File: src/sv/bmm_pkg.sv
`timescale 1ns / 1ps
// ----------------------------------------------------------------------------
// bmm_pkg
// Shared types, constants and helpers for the banded matrix multiply block.
// ----------------------------------------------------------------------------
package bmm_pkg;

	localparam int MAX_SIZE      = 256;
	localparam int MAX_BANDWIDTH = 8;
	localparam int FRAC_BITS     = 16;

	localparam int LDIM        = 2 * MAX_BANDWIDTH + 1;
	localparam int STORE_DEPTH = MAX_SIZE * LDIM;
	localparam int ADDR_W      = $clog2(STORE_DEPTH);
	localparam int IDX_W       = 8;
	localparam int SIZE_W      = 9;
	localparam int BW_W        = 4;
	localparam int VAL_W       = 32;
	localparam int ACC_W       = 2 * VAL_W + $clog2(LDIM) + 1;
	localparam int CFG_IDX_W   = 3;
	localparam int CFG_DATA_W  = 9;

	typedef enum logic [1:0] {
		MODE_WRITE_A = 2'd0,
		MODE_WRITE_B = 2'd1,
		MODE_QUERY   = 2'd2,
		MODE_NONE    = 2'd3
	} bmm_mode_t;

	typedef enum logic [1:0] {
		STAT_OK    = 2'd0,
		STAT_RANGE = 2'd1,
		STAT_SAT   = 2'd2
	} bmm_status_t;

	typedef enum logic [CFG_IDX_W-1:0] {
		CFG_SIZE   = 3'd0,
		CFG_A_LOW  = 3'd1,
		CFG_A_UP   = 3'd2,
		CFG_B_LOW  = 3'd3,
		CFG_B_UP   = 3'd4
	} bmm_cfg_idx_t;

	typedef enum logic [2:0] {
		ST_CLEAR,
		ST_IDLE,
		ST_CHECK,
		ST_RUN,
		ST_DRAIN
	} bmm_state_t;

	typedef struct packed {
		logic [1:0]              mode;
		logic [IDX_W-1:0]        row;
		logic [IDX_W-1:0]        col;
		logic signed [VAL_W-1:0] entry_value;
	} bmm_in_t;

	typedef struct packed {
		logic signed [VAL_W-1:0] product_value;
		logic [1:0]              status;
	} bmm_out_t;

	// band store address of entry (r,c), with c within the widest band of row r
	function automatic logic [ADDR_W-1:0] bmm_slot(input logic [IDX_W-1:0] r,
			input logic [IDX_W-1:0] c);
		return ADDR_W'(int'(r) * (LDIM - 1) + int'(c) + MAX_BANDWIDTH);
	endfunction

endpackage

File: src/sv/bmm_mac.sv
`timescale 1ns / 1ps
// ----------------------------------------------------------------------------
// bmm_mac
// Shared multiply-accumulate unit with Q16.16 truncation and saturation.
// ----------------------------------------------------------------------------
module bmm_mac (
	input  logic                              clk,
	input  logic                              arst_n,
	input  logic                              clr,
	input  logic                              en,
	input  logic signed [bmm_pkg::VAL_W-1:0]  a,
	input  logic signed [bmm_pkg::VAL_W-1:0]  b,
	output logic signed [bmm_pkg::VAL_W-1:0]  sum_value,
	output logic                              sat
);
	import bmm_pkg::*;

	logic signed [2*VAL_W-1:0] prod_s2;
	logic                      en_s2;
	logic signed [ACC_W-1:0]   acc_q;
	logic signed [ACC_W-1:0]   shifted;
	logic                      fits;

	always_ff @(posedge clk or negedge arst_n) begin
		if (!arst_n) begin
			en_s2 <= 1'b0;
		end else begin
			en_s2 <= en;
		end
	end

	always_ff @(posedge clk) begin
		prod_s2 <= a * b;
		if (clr) begin
			acc_q <= '0;
		end else if (en_s2) begin
			acc_q <= acc_q + ACC_W'(prod_s2);
		end
	end

	always_comb begin
		shifted = acc_q >>> FRAC_BITS;
		fits    = (shifted[ACC_W-1:VAL_W-1] == '0) || (shifted[ACC_W-1:VAL_W-1] == '1);
		sat     = !fits;
		if (fits) begin
			sum_value = shifted[VAL_W-1:0];
		end else if (shifted[ACC_W-1]) begin
			sum_value = {1'b1, {(VAL_W-1){1'b0}}};
		end else begin
			sum_value = {1'b0, {(VAL_W-1){1'b1}}};
		end
	end

endmodule

File: config.mk
export PLATFORM = sky130hd
export DESIGN_NAME = bmm_mac
export DESIGN_NICKNAME = d
export VERILOG_FILES = /design/src/sv/bmm_pkg.sv /design/src/sv/bmm_mac.sv
export SDC_FILE = /design/constraint.sdc
export NUM_CORES = 2
export LEC_CHECK = 0
export BUFFER_PORTS_ARGS = -buffer_cell sky130_fd_sc_hd__buf_2
export CAP_MARGIN = 20
export CORE_MARGIN = 10
export CORE_UTILIZATION = 60
export CTS_CLUSTER_DIAMETER = 120
export DETAILED_ROUTE_END_ITERATION = 8
export PLACE_DENSITY = 0.84
export SYNTH_ARGS = -nofsm -noshare
export SYNTH_HDL_FRONTEND = slang
export SYNTH_SLANG_ARGS = --single-unit
File: constraint.sdc
create_clock -name clk -period 2.7 [get_ports clk]
set_input_delay 0.675 -clock clk [delete_from_list [all_inputs] [get_ports clk]]
set_output_delay 0.675 -clock clk [all_outputs]
set_load 0.01 [all_outputs]
==> summary.md <==
| Metric | Value |
|---|---|
| Worst Path Class, Setup | `input pin to flip-flop` |
| 1st-iter DRT viols | `4494` |
| Number of synthesized flops with an enable pin | `0` |
| Clock sink count | `~140` |
| Placed cell area | `0.0515 mm²` |
| Drt drc | `0` |
| Starting Density | `0.608` |
| Async SR Flop Fraction | `0.00741` |
| CP Capture Type | `flip-flop` |
| CTS Buf Count | `17` |
| Average footprint of a synthesized cell | `between 9 and 10 µm²` |
| Area contributors post-synth | `fa_1 49%, inv_1 8.7%, and2_1 7.4%, ha_1 7.1%, dfxtp_1 6.0%` |
| Area of the multi-input gates | `around 0.040 mm²` |
| P&R area growth vs syn | `28.9%` |
| Drt first pass iters | `9` |
| Die H | `slightly below 300 µm` |
| # rows | `a little under 100` |
| CP Data Arrival Time | `about 8.7 ns` |
| Post-Layout Inst Area | `between 0.05 and 0.06 mm²` |
| Portion of netlist area occupied by mux cells | `0.0115` |
| Mapped Nets | `around 6.3k` |
| Clock-pin slew on the worst setup and hold paths | `roughly 0.060 ns` |
| Worst setup margin | `-5.62 ns` |
| Largest stage delay on the critical path | `around 0.84 ns` |
| Largest net degree at the start of global routing | `58` |
| CP max FO | `16` |
| Crit start category | `input pin` |
| Layout Skew | `around 0.012 ns` |
| Synth unique cells | `83` |
| Reg area | `~0.0027 mm²` |
| CTS tree | `yes` |
| Xor/xnor share of the synthesized area | `0.0244` |
| Violated checks | `negative setup slack` |
| Core Region | `between 0.07 and 0.08 mm²` |
| Post-synthesis cell count | `slightly below 5k` |
| GPL Wtd Cong | `roughly 0.95` |
| WL/cell | `about 26 µm` |
| Largest family of logic cells by synthesized area | `adder cells` |
| Die Wd | `roughly 290 µm` |
| Clk root buf | `clkbuf_16` |
| Synth Register Bits | `135` |
| Layout Cells excl Fill | `~6.5k` |
| First-pass GRT wire length | `approximately 230000 µm` |
| Layout cell share with drive strength beyond 1 | `0.284` |
| Synthesized area | `approximately 0.044 mm²` |
| Compound-Gate Fraction of Synth Area | `0.0740` |
| Max-slew violation count | `0` |
| PortBufs | `100` |
| Layout fillers | `around 3.9k` |
| H-tree levels | `4` |
| Register area share after synthesis | `0.0609` |
| Worst slew pin tran | `0.782 ns` |
| Layout Utilization | `0.784` |
| RSZ-0062 raised after global routing | `true` |
| Initial antenna violation count | `7` |
| Number of placed instances, taps included | `between 6k and 7k` |
| Vias post-DR | `41.1k` |
| Most common cell on crit path | `fa_1` |
| Clk Latency, worst-skew pair | `roughly 0.46 ns` |
| Post-route clock period utilization | `3.08` |
| Warnings from Yosys | `0` |
| Final #Nets | `6966` |
| Largest delay share family, worst path | `adder cells` |
| Number of global-route vias before repair | `about 45k` |
| Dominant cell type by area after synthesis | `fa_1` |
| DPL Wire Length | `approximately 110000 µm` |
| Max Fclk | `~0.12 GHz` |
| Hold Violations, Final | `0` |
| Outcome | `finished, violations left` |
| CP required | `~3 ns` |
| Vias per inst | `roughly 6.3` |
| Routed wire length | `about 170000 µm` |
| Max_cap viols | `0` |
| Prevailing post-synth register cell | `dfxtp_1` |
| Synth Area in Adders | `0.558` |
| CTS Buffer Depth | `2` |
| Setup-failing EPs final | `approximately 140` |
| Synth top area share | `0.487` |
| Total congestion overflow | `0` |
| Tmin final | `just over 8 ns` |
| Worst relative slew slack | `0.479` |
| CP max stage cell | `fa_1` |
| Die area | `about 0.085 mm²` |
| Boundary Pins | `slightly above 100` |
| Antenna-violating nets left | `0` |
| CP Buf/Inv Count | `7` |
| Total GRT Usage | `0.341` |
| Tightest Hold Check Type | `input pin to flip-flop` |
| Simple-gate share of the synthesized area | `0.161` |
==> state kept, by name, indices dropped and copies added, names as in the netlist <==
name / flops
acc_q: 70
prod_s2: 64
en_s2: 1
==> synthesized netlist by cell type (all sizes together), types with 4 or more instances <==
cell and instances:
nand3b 12, buf 22, a211o 4, mux2i 49, nor3b 4, ha 253
nor3 30, fa 1083, o21bai 30, and2 525, a211oi 13, nand2 576
nor4 7, a221oi 8, o211ai 16, xnor2 84, a31oi 19, a21o 68
a2111oi 6, a21boi 9, and3 16, o21ai 123, nand3 37, o31ai 9
or3 8, nor2 131, nand2b 27, a21oi 147, or4 4, inv 1028
o2111ai 5, xor2 40, clkbuf 240, dfxtp 134, nand4 31, o22ai 4
o21a 12, nor2b 17
==> per-stage QoR <==
step | hold WS, ns | setup TNS [ns] | setup slack [ns]
final | 0.317 | -299.37 | -5.62
after global routing | 0.305 | -313.37 | -5.71
after CTS | 0.311 | -239.54 | -4.51
after detailed placement | 0.451 | -274.49 | -5.34
after global placement | 0.450 | -264.50 | -5.14
after floorplan | 0.379 | -216.98 | -4.84
==> what timing repair did <==
| action | in CTS | in global routing |
|---|---|---|
| buffers inserted | 106 | 65 |
| gates resized for setup | 615 | 325 |
| endpoints found under the hold margin | 1 | 0 |
| hold buffers | 1 | 0 |
| cloned | 10 | 3 |
| setup endpoints to repair | 127 | 131 |
| pin swaps | 322 | 290 |
==> per-layer routing <==
layer / up-vias / share of wire / track usage
li1: 16000 / - / -
met1: 19900 / 0.30 / 0.352
met2: 3499 / 0.47 / 0.604
met3: 1676 / 0.12 / 0.0713
met4: 18 / 0.11 / 0.260
met5: - / 0.0027 / 0
==> logic make-up after synthesis <==
| group | after synthesis |
|---|---|
| and+or+nand+nor | 1434 |
| adders and majority gates | 1336 |
| buffers and inverters | 1291 |
| AOI/OAI and AO/OA | 505 |
| DFF | 135 |
| xor gates and xnor gates | 124 |
| muxes | 51 |
==> final cells by class <==
type,instances,share of cell area
Tap cell,959,0.0209
Inverter,1029,0.0677
Antenna cell,10,0.000436
Timing Repair Buffer,929,0.151
Clock buffer,19,0.00772
Clock inverter,10,0.00188
Sequential cell,135,0.0477
Multi-Input combinational cell,3450,0.703
==> cell usage in the layout, fill, tap and decap left out, types with 52 or more instances in the layout <==
master	synthesis	layout
a21o_1	68	68
a21oi_1	145	88
and2_1	523	470
and2_4	0	52
buf_4	0	646
buf_6	1	144
dfxtp_1	134	113
fa_1	1083	1002
fa_2	0	81
ha_1	253	158
ha_4	0	95
inv_1	1028	961
inv_2	0	65
nand2_1	575	540
nor2_1	131	111
xnor2_1	84	66
==> worst paths after layout <==
kind / from / end / slack, ns / depth (start not counted)
min reg2reg: acc_q[65]$_SDFFE_PP0P_ / acc_q[65]$_SDFFE_PP0P_ / 0.48 / 2
min in group asynchronous: arst_n / en_s2$_DFF_PN0_ / 0.52 / 2
min: en / en_s2$_DFF_PN0_ / 0.32 / 1
max in group asynchronous: arst_n / en_s2$_DFF_PN0_ / 2.09 / 2
max reg2reg: prod_s2[20]$_DFF_P_ / acc_q[69]$_SDFFE_PP0P_ / -0.65 / 14
max: a[22] / prod_s2[55]$_DFF_P_ / -5.62 / 27
Power is not shown: default switching activity piles up to over one toggle a cycle in this logic, so the estimate is an artifact.
